**config.mk**
```make
export PLATFORM = sky130hd
export DESIGN_NAME = rte_ram
export DESIGN_NICKNAME = d
export VERILOG_FILES = /design/src/rtl/rte_ram.sv
export SDC_FILE = /design/constraint.sdc
export NUM_CORES = 1
export LEC_CHECK = 0
export BUFFER_PORTS_ARGS = -buffer_cell sky130_fd_sc_hd__buf_4
export CAP_MARGIN = 20
export CORE_MARGIN = 4
export CORE_UTILIZATION = 30
export DETAILED_ROUTE_END_ITERATION = 8
export PLACE_DENSITY = 0.52
export SLEW_MARGIN = 10
export SYNTH_ARGS = -nofsm -noshare
export SYNTH_HDL_FRONTEND = slang
export SYNTH_SLANG_ARGS = --single-unit
```
**constraint.sdc**
```tcl
create_clock -name clk -period 2.3 [get_ports clk]
set_input_delay 0.46 -clock clk [delete_from_list [all_inputs] [get_ports clk]]
set_output_delay 0.46 -clock clk [all_outputs]
set_load 0.1 [all_outputs]
```
**src/rtl/rte_ram.sv**
```systemverilog
// Generic single-write, single-read synchronous RAM with registered read data.
// No dependencies.
`timescale 1ns / 1ps
module rte_ram #(
  parameter int WIDTH = 8,
  parameter int DEPTH = 16
) (
  input  logic                                     clk,
  input  logic                                     we,
  input  logic [(DEPTH > 1 ? $clog2(DEPTH) : 1)-1:0] waddr,
  input  logic [WIDTH-1:0]                         wdata,
  input  logic                                     re,
  input  logic [(DEPTH > 1 ? $clog2(DEPTH) : 1)-1:0] raddr,
  output logic [WIDTH-1:0]                         rdata
);

  logic [WIDTH-1:0] mem [DEPTH];
  logic [WIDTH-1:0] rdata_r;

  always_ff @(posedge clk) begin
    if (we) begin
      mem[waddr] <= wdata;
    end
    if (re) begin
      rdata_r <= mem[raddr];
    end
  end

  assign rdata = rdata_r;

endmodule

```
==> summary.md, run 1 <==
| Metric | Value |
|---|---|
| Status | `finished clean` |
| Post-layout nets | `slightly above 300` |
| Synth Instances | `between 200 and 250` |
| Largest net degree at the start of global routing | `24` |
| Mapped Area | `around 5200 sq um` |
| Fin cells | `522` |
| Clk sink count | `~140` |
| Seq cells post-synth | `around 140` |
| DR iter-0 viols | `between 150 and 200` |
| HP Class | `input pin to flop` |
| Power share of the sequential group | `slightly above 50%` |
| I/O Buffers | `26` |
| Post-placement cell count | `approximately 500` |
| Post-Route WL | `roughly 10000 um` |
| Most instantiated library cell after synthesis | `edfxtp_1` |
| Synth top cells by count | `edfxtp_1 (136), mux4_2 (18), a22oi_1 (16)` |
| Final core utilization | `36.75%` |
| Die area | `19600 sq um` |
| Syn_area_per_cell | `between 20 and 25 sq um` |
| Global-route wire length before repair | `15570 um` |
| Die height | `roughly 140 um` |
| Antenna cells | `0` |
| Seq/Total Area, Yosys | `around 80%` |
| Initial antenna violation count | `0` |
| ANT nets after route | `0` |
| P&R area growth vs syn | `20.75%` |
| Synthesized netlist net count | `between 200 and 250` |
| Reg2Reg Depth | `3` |
| Pint | `4.355 mW` |
| Pwr Density | `around 870 nW/um^2` |
| Final Hold Vio Count | `0` |
| # resized after CTS | `0` |
| Clock skew | `8.705 ps` |
| Share of layout cells above drive strength 1 | `between 30% and 40%` |
| Leakage | `2.112 nW` |
| Reg-to-reg slack, setup | `~700 ps` |
| Worst Path Required | `2450 ps` |
| Max-cap violations | `0` |
| CTS Buf Count | `17` |
| Distinct cell type count after synthesis | `18` |
| Sw Share | `approximately 21%` |
| Cts hold-fix bufs | `0` |
| Num ports | `27` |
| Via total after detailed routing | `approximately 2400` |
| GPL Wtd Cong | `approximately 0.70` |
| Post-synth top area share | `between 70 and 80%` |
| Post-synth top area cell | `edfxtp_1` |
| Initial core utilization | `between 30% and 40%` |
| Slew @ Worst Pin | `about 410 ps` |
| Comb power frac | `around 6.6%` |
| Setup ws final | `around 570 ps` |
| Slew HR | `between 70% and 80%` |
| Clock power frac | `between 40% and 50%` |
| Worst Hold Depth | `1` |
| Max VDD drop | `about 0.54 mV` |
| CTS tree | `built` |
| Vias in the first global route | `roughly 2500` |
| Setup TNS | `0 ps` |
| Grt ovf | `0` |
| Post-CTS setup buffers | `0` |
| 1st-pass router iterations | `4` |
| Crit path max fanout | `11` |
| CP endpoint kind | `flop` |
| Critical Path AT | `~1900 ps` |
| CP Class | `input pin to flop` |
| RSZ-0062 raised after global routing | `no` |
| Cell chosen for the clock root | `clkbuf_16` |
| Async SR Flop Fraction | `0%` |
| Place WS | `162.1 ps` |
| Core area | `about 17000 sq um` |
| Max Clock Freq | `579.7 MHz` |
| H-tree levels | `4` |
| Clk slew on worst S/H paths | `50 ps` |
| Setup crit start kind | `input pin` |
| Net Sw Power | `1.132 mW` |
| CTS Buffer Depth | `2` |
| Die W | `around 140 um` |
| Syn. warnings | `0` |
| Drt via density | `about 4.7` |
| Period minus WS final | `1725 ps` |
| Final Setup Violations | `0` |
| Clk_lat worst skew | `~410 ps` |
| Final period util | `about three quarters` |
| Fin. max-slew vios | `0` |
| All-Layer GR Usage | `roughly 11%` |
| Number of synthesized flops with an enable pin | `~140` |
| Routed WL per cell | `about 20 um` |
| Synth area leaders | `edfxtp_1 (78%), mux4_2 (7.8%), mux4_1 (7.0%)` |
| Number of cell rows | `48` |
| DRC viols | `0` |
| DP HPWL | `6995 um` |
| Synth Flop Type | `edfxtp_1` |
-- final timing paths --
path / from / to
worst max-delay path: raddr[0] / rdata[6]
worst min-delay path: re / rdata[2]
worst max register to register: mem[2][3] / rdata[3]
worst min register to register: mem[14][0] / rdata[0]
-- kinds of logic (layout without fill, tap and decap cells) --
group | count (synthesis) | after routing | share of synthesized area [%]
buf+inv | 10 | 78 | 1.651
flops | 136 | 136 | 78.12
mux | 32 | 32 | 14.79
simple gates | 35 | 35 | 3.136
compound gates | 16 | 16 | 2.298
-- cell type report --
class | count | area (sq um)
clock buffer | 19 | 432.9
clock inverter | 8 | 61.31
fill | 1616 | 10860
multi-input combinational | 83 | 1057
sequential | 136 | 4084
tap | 225 | 281.5
timing repair buffer | 51 | 395.4
-- critical path, cell delays in order --
cell,delay (ps)
buf_4,230
buf_4,220
mux4_2,500
a22oi_1,370
nand2_1,90
-- layout by cell type (no fill, tap or decap) --
| cell | n |
|---|---|
| mux4_2 | 18 |
| buf_12 | 1 |
| nand2b_1 | 2 |
| and2_1 | 1 |
| nand3_1 | 1 |
| mux4_1 | 14 |
| a22oi_1 | 16 |
| nor3_1 | 4 |
| nor2b_1 | 1 |
| clkbuf_1 | 2 |
| edfxtp_1 | 136 |
| clkinv_1 | 3 |
| nor2_1 | 13 |
| nand2_1 | 9 |
| nand3b_1 | 2 |
| buf_4 | 50 |
| clkinv_2 | 4 |
| and2b_1 | 1 |
| clkbuf_16 | 17 |
| bufinv_16 | 1 |
| or3b_2 | 1 |
-- through the flow --
step / total power, mW / instance area (sq um) / hold WS, ps
CTS: 5.530 / 6312 / 334.9
detailed placement: 3.229 / 5818 / 728.0
floorplan: 3.084 / 5228 / 558.9
finish: 5.487 / 6312 / 345.0
global route: 5.667 / 6312 / 337.7
global placement: 3.225 / 5818 / 724.0
-- flip-flops by register name, summed over array words and instances, names as in the netlist --
name / count
rdata: 8
mem: 128
-- power groups by stage --
stage	sequential (mW)	clock, mW	combinational, mW
after floorplan	2.94	0	0.141
after global placement	2.86	0	0.368
after detailed placement	2.86	0	0.370
after CTS	2.81	2.35	0.370
after global routing	2.81	2.46	0.391
final	2.81	2.31	0.364
-- layer usage --
metal,GRT usage (%),share of wire (%)
met4,3.672,1.2
met2,16.84,47
met3,3.824,3.1
met1,15.16,48
met5,0,0
Power figures use the tool's default switching activity.
==> run 2: changes to the inputs <==
==> constraint.sdc (replaced) <==
create_clock -name clk -period 1.76 [get_ports clk]
set_input_delay 0.352 -clock clk [delete_from_list [all_inputs] [get_ports clk]]
set_output_delay 0.352 -clock clk [all_outputs]
set_load 0.1 [all_outputs]
==> summary.md, run 2 (synthesized netlist as in run 1, its figures left out) <==
| Metric | Value |
|---|---|
| Status | `finished clean` |
| DRC viols | `0` |
| Fin. max-slew vios | `0` |
| CP Class | `flop to flop` |
| HP Class | `input pin to flop` |
| Via total after detailed routing | `about 2500` |
| Max-cap violations | `0` |
| Worst Path Required | `between 1500 and 2000 ps` |
| Most common cell after layout, fill and taps aside | `edfxtp_1` |
| Clk_lat worst skew | `410 ps` |
| Setup crit start kind | `flop` |
| 1st-pass router iterations | `5` |
| Post-layout nets | `314` |
| Initial core utilization | `a little over 30%` |
| Reg-to-reg slack, setup | `180 ps` |
| Drt via density | `approximately 4.6` |
| Crit path max fanout | `1` |
| HP Start | `wdata[0]` |
| P&R area growth vs syn | `25.30%` |
| RSZ-0062 raised after global routing | `no` |
| Max VDD drop | `~0.67 mV` |
| Max reg flops | `128` |
| All-Layer GR Usage | `11.77%` |
| Crit. Startpoint | `mem[6][1]` |
| Final core utilization | `between 30% and 40%` |
| Die W | `about 140 um` |
| Largest Register | `mem` |
| Core area | `17180 sq um` |
| Reg-to-Reg Start | `mem[6][1]` |
| Critical Path AT | `between 1500 and 2000 ps` |
| Slew HR | `between 40% and 50%` |
| I/O Buffers | `26` |
| Leakage | `roughly 2.2 nW` |
| Antenna cells | `0` |
| Period minus WS final | `1581 ps` |
| CTS Buffer Depth | `2` |
| Share of layout cells above drive strength 1 | `about a third` |
| Final period util | `between 80% and 90%` |
| Slew @ Worst Pin | `about 850 ps` |
| Clk slew on worst S/H paths | `~60 ps` |
| Vias in the first global route | `between 2000 and 3000` |
| H-tree levels | `4` |
| Max incr delay on CP | `~540 ps` |
| FF/Latch Area | `just over 4000 sq um` |
| Top delay family on crit path | `multiplexers` |
| Fill cells | `approximately 1600` |
| Cts hold-fix bufs | `0` |
| Clk sink count | `approximately 140` |
| Routed WL per cell | `slightly above 20 um` |
| Num ports | `27` |
| Crit path cell chain | `mux4_1, a22oi_1, nand2_1` |
| ANT nets after route | `0` |
| CP endpoint kind | `flop` |
| Clock skew | `around 4.3 ps` |
| DP HPWL | `around 7500 um` |
| Pwr Total | `just over 8 mW` |
| CTS tree | `built` |
| Most frequent cells in the layout | `edfxtp_1 (136), buf_4 (54), mux4_2 (18)` |
| Die height | `140.0 um` |
| Global-route wire length before repair | `16590 um` |
| Pwr Density | `roughly 1200 nW/um^2` |
| Crit-path slowest cell | `mux4_1` |
| Die area | `slightly below 20000 sq um` |
| # resized after CTS | `0` |
| Post-CTS setup buffers | `0` |
| Initial antenna violation count | `0` |
| Largest net degree at the start of global routing | `18` |
| Final Setup Violations | `0` |
| Final Hold Vio Count | `0` |
| Cell chosen for the clock root | `clkbuf_16` |
| CTS Buf Count | `17` |
| Number of cell rows | `between 40 and 50` |
| Post-Route WL | `roughly 11000 um` |
| Max Clock Freq | `632.6 MHz` |
| DR iter-0 viols | `roughly 230` |
| GPL Wtd Cong | `0.7131` |
| Multi-input gate area | `1062 sq um` |
| Buf/Inv on CP | `0` |
| Grt ovf | `0` |
## run 2: changes by cell type in the layout (fill, tap and decap cells not counted)
cell,change
clkinvlp_4,+2
nor3_1,-1
clkinv_1,-1
clkbuf_1,-2
nor3_2,+1
bufinv_16,+5
buf_12,+2
buf_4,+4
clkinv_4,+1
## run 2: layout make-up
class | count | share of cell area, %
clock buffers | 17 | 6.495
clock inverters | 15 | 3.534
multi-input cells | 83 | 16.22
flip-flops and latches | 136 | 62.35
well taps | 225 | 4.298
repair buffers | 57 | 7.106
## run 2: path summary, 6_finish.rpt
kind / endpoint / depth (start not counted)
worst max register to register: rdata[1] / 3
worst max-delay path: rdata[1] / 3
worst min-delay path: mem[5][0] / 1
worst min register to register: rdata[3] / 3
## run 2: metal layers
metal / routed length, um / up-vias / GRT usage, %
li1: - / 1112 / -
met1: 5090 / 1266 / 16.37
met2: 5022 / 83 / 17.42
met3: 628 / 15 / 3.687
met4: 157 / 0 / 4.437
met5: 0 / - / 0
## run 2: through the flow
step | setup TNS (ps) | setup slack (ps) | instances | hold WS, ps | instance area, sq um
after floorplan | 0 | 125.6 | 229 | 450.9 | 5233
after global placement | -807.3 | -216.5 | 501 | 655.8 | 5893
after detailed placement | -926.0 | -223.9 | 501 | 663.3 | 5893
after CTS | 0 | 196.5 | 533 | 229.6 | 6550
after global routing | 0 | 109.2 | 533 | 247.2 | 6550
final | 0 | 179.3 | 533 | 245.1 | 6550
## run 2: report_power, final
group | switching [mW] | internal [mW] | total, mW | leakage, nW
clock | 1.26 | 2.63 | 3.89 | 0.317
combinational | 0.314 | 0.181 | 0.495 | 0.670
sequential | 0.0221 | 3.65 | 3.67 | 1.24
total | 1.60 | 6.47 | 8.06 | 2.22
==> run 3: changes to the inputs <==
--- a/config.mk
+++ b/config.mk
@@ -10,7 +10,6 @@
 export CORE_MARGIN = 4
 export CORE_UTILIZATION = 30
 export DETAILED_ROUTE_END_ITERATION = 8
-export PLACE_DENSITY = 0.52
 export SLEW_MARGIN = 10
 export SYNTH_ARGS = -nofsm -noshare
 export SYNTH_HDL_FRONTEND = slang
==> summary.md, run 3 (synthesized netlist as in run 1, its figures left out) <==
| Metric | Value |
|---|---|
| 1st-pass router iterations | `4` |
| FF/Latch Area | `between 4000 and 5000 sq um` |
| Die height | `between 100 and 150 um` |
| Setup ws final | `approximately 270 ps` |
| Clk_lat worst skew | `410 ps` |
| Fin Hold WS | `between 200 and 250 ps` |
| DR iter-0 viols | `312` |
| Antenna cells | `0` |
| Post-placement cell count | `493` |
| DP HPWL | `~6800 um` |
| Met1 WL | `about 4700 um` |
| Die W | `140.0 um` |
| Status | `finished clean` |
| Leakage | `approximately 2.2 nW` |
| H-tree levels | `4` |
| Largest Register | `mem` |
| CTS Buffer Depth | `2` |
| Die area | `a little under 20000 sq um` |
| Final Hold Vio Count | `0` |
| CTS Buf Count | `17` |
| Critical Path AT | `1130 ps` |
| Met2 wire len | `around 4800 um` |
| Slew @ Worst Pin | `~720 ps` |
| Fin. max-slew vios | `0` |
| I/O Buffers | `26` |
| Max incr delay on CP | `roughly 400 ps` |
| Post-Route WL | `approximately 10000 um` |
| Vias in the first global route | `approximately 2600` |
| Number of cell rows | `48` |
| ANT nets after route | `0` |
| CTS tree | `built` |
| Top delay family on crit path | `flip-flops` |
| Crit path max fanout | `1` |
| RSZ-0062 raised after global routing | `no` |
| Num ports | `27` |
| Most common cell after layout, fill and taps aside | `edfxtp_1` |
| DRC viols | `0` |
| Grt ovf | `0` |
| Pwr Density | `about 1200 nW/um^2` |
| Max reg flops | `128` |
| Worst Path Required | `roughly 1400 ps` |
| Initial antenna violation count | `0` |
| GPL Wtd Cong | `about 0.7` |
| Most frequent cells in the layout | `edfxtp_1 (136), buf_4 (45), mux4_2 (18)` |
| Multi-input gate area | `roughly 1100 sq um` |
| Max-cap violations | `0` |
| Routed WL per cell | `about 19 um` |
| Period minus WS final | `around 1500 ps` |
| Clk sink count | `approximately 140` |
| Max VDD drop | `roughly 0.72 mV` |
| Initial core utilization | `a little over 30%` |
| Place WS | `-158.7 ps` |
| Crit path cell chain | `buf_4` |
| Met3 wire length | `614 um` |
| Post-CTS setup buffers | `0` |
| Fill cells | `1586` |
| Final Setup Violations | `0` |
| Largest net degree at the start of global routing | `17` |
| Final period util | `a little over four fifths` |
| HP Class | `input pin to flop` |
| Global-route wire length before repair | `about 16000 um` |
| Buf/Inv on CP | `1` |
| Max Clock Freq | `672.6 MHz` |
| Drt via density | `around 4.7` |
| P&R area growth vs syn | `23.17%` |
| Crit-path slowest cell | `edfxtp_1` |
| Clk slew on worst S/H paths | `about 60 ps` |
| Uppermost layer routed | `met4` |
| Post-layout nets | `between 300 and 400` |
| All-Layer GR Usage | `~11%` |
| Fin cells | `approximately 530` |
| CP Class | `flop to output port` |
| Slew HR | `51.84%` |
| Core area | `around 17000 sq um` |
| Cell chosen for the clock root | `clkbuf_16` |
| # resized after CTS | `0` |
| Clock skew | `7.227 ps` |
| Via total after detailed routing | `between 2000 and 2500` |
| Share of layout cells above drive strength 1 | `about a third` |
| CP endpoint kind | `output port` |
| Setup crit start kind | `flop` |
| Cts hold-fix bufs | `0` |
[run 3: final cells by class]
type	count	area share (%)
sequential	136	63.43
multi-input combinational	83	16.50
clock buffer	17	6.607
timing repair buffer	49	6.490
tap	225	4.372
clock inverter	15	2.604
[run 3: stage by stage]
stage	TNS, ps	power, mW	instance area (sq um)	util (%)
final	0	7.637	6439	37.49
after floorplan	0	4.031	5233	-
after CTS	0	7.715	6439	37.49
after global routing	0	7.902	6439	37.49
after detailed placement	-796.2	4.228	5846	34.03
after global placement	-756.0	4.219	5846	34.03
[run 3: final timing paths]
| check | slack, ps | endpoint | from | depth (start not counted) |
|---|---|---|---|---|
| worst max register to register | 290 | rdata[1] | mem[0][1] | 3 |
| worst min-delay path | 240 | mem[14][1] | wdata[1] | 1 |
| worst max-delay path | 270 | rdata[3] | rdata[3] | 1 |
| worst min register to register | 760 | rdata[5] | mem[8][5] | 3 |
[run 3: where the power goes]
group	switching (mW)	internal [mW]
Sequential	0.0214	3.65
Clock	1.37	2.12
Combinational	0.305	0.176
Total	1.69	5.94
[run 3: metal layers]
metal	track usage, %	vias to the layer above
met5	0	-
met3	3.482	14
met1	15.19	1260
met4	3.825	0
li1	-	1099
met2	16.61	69
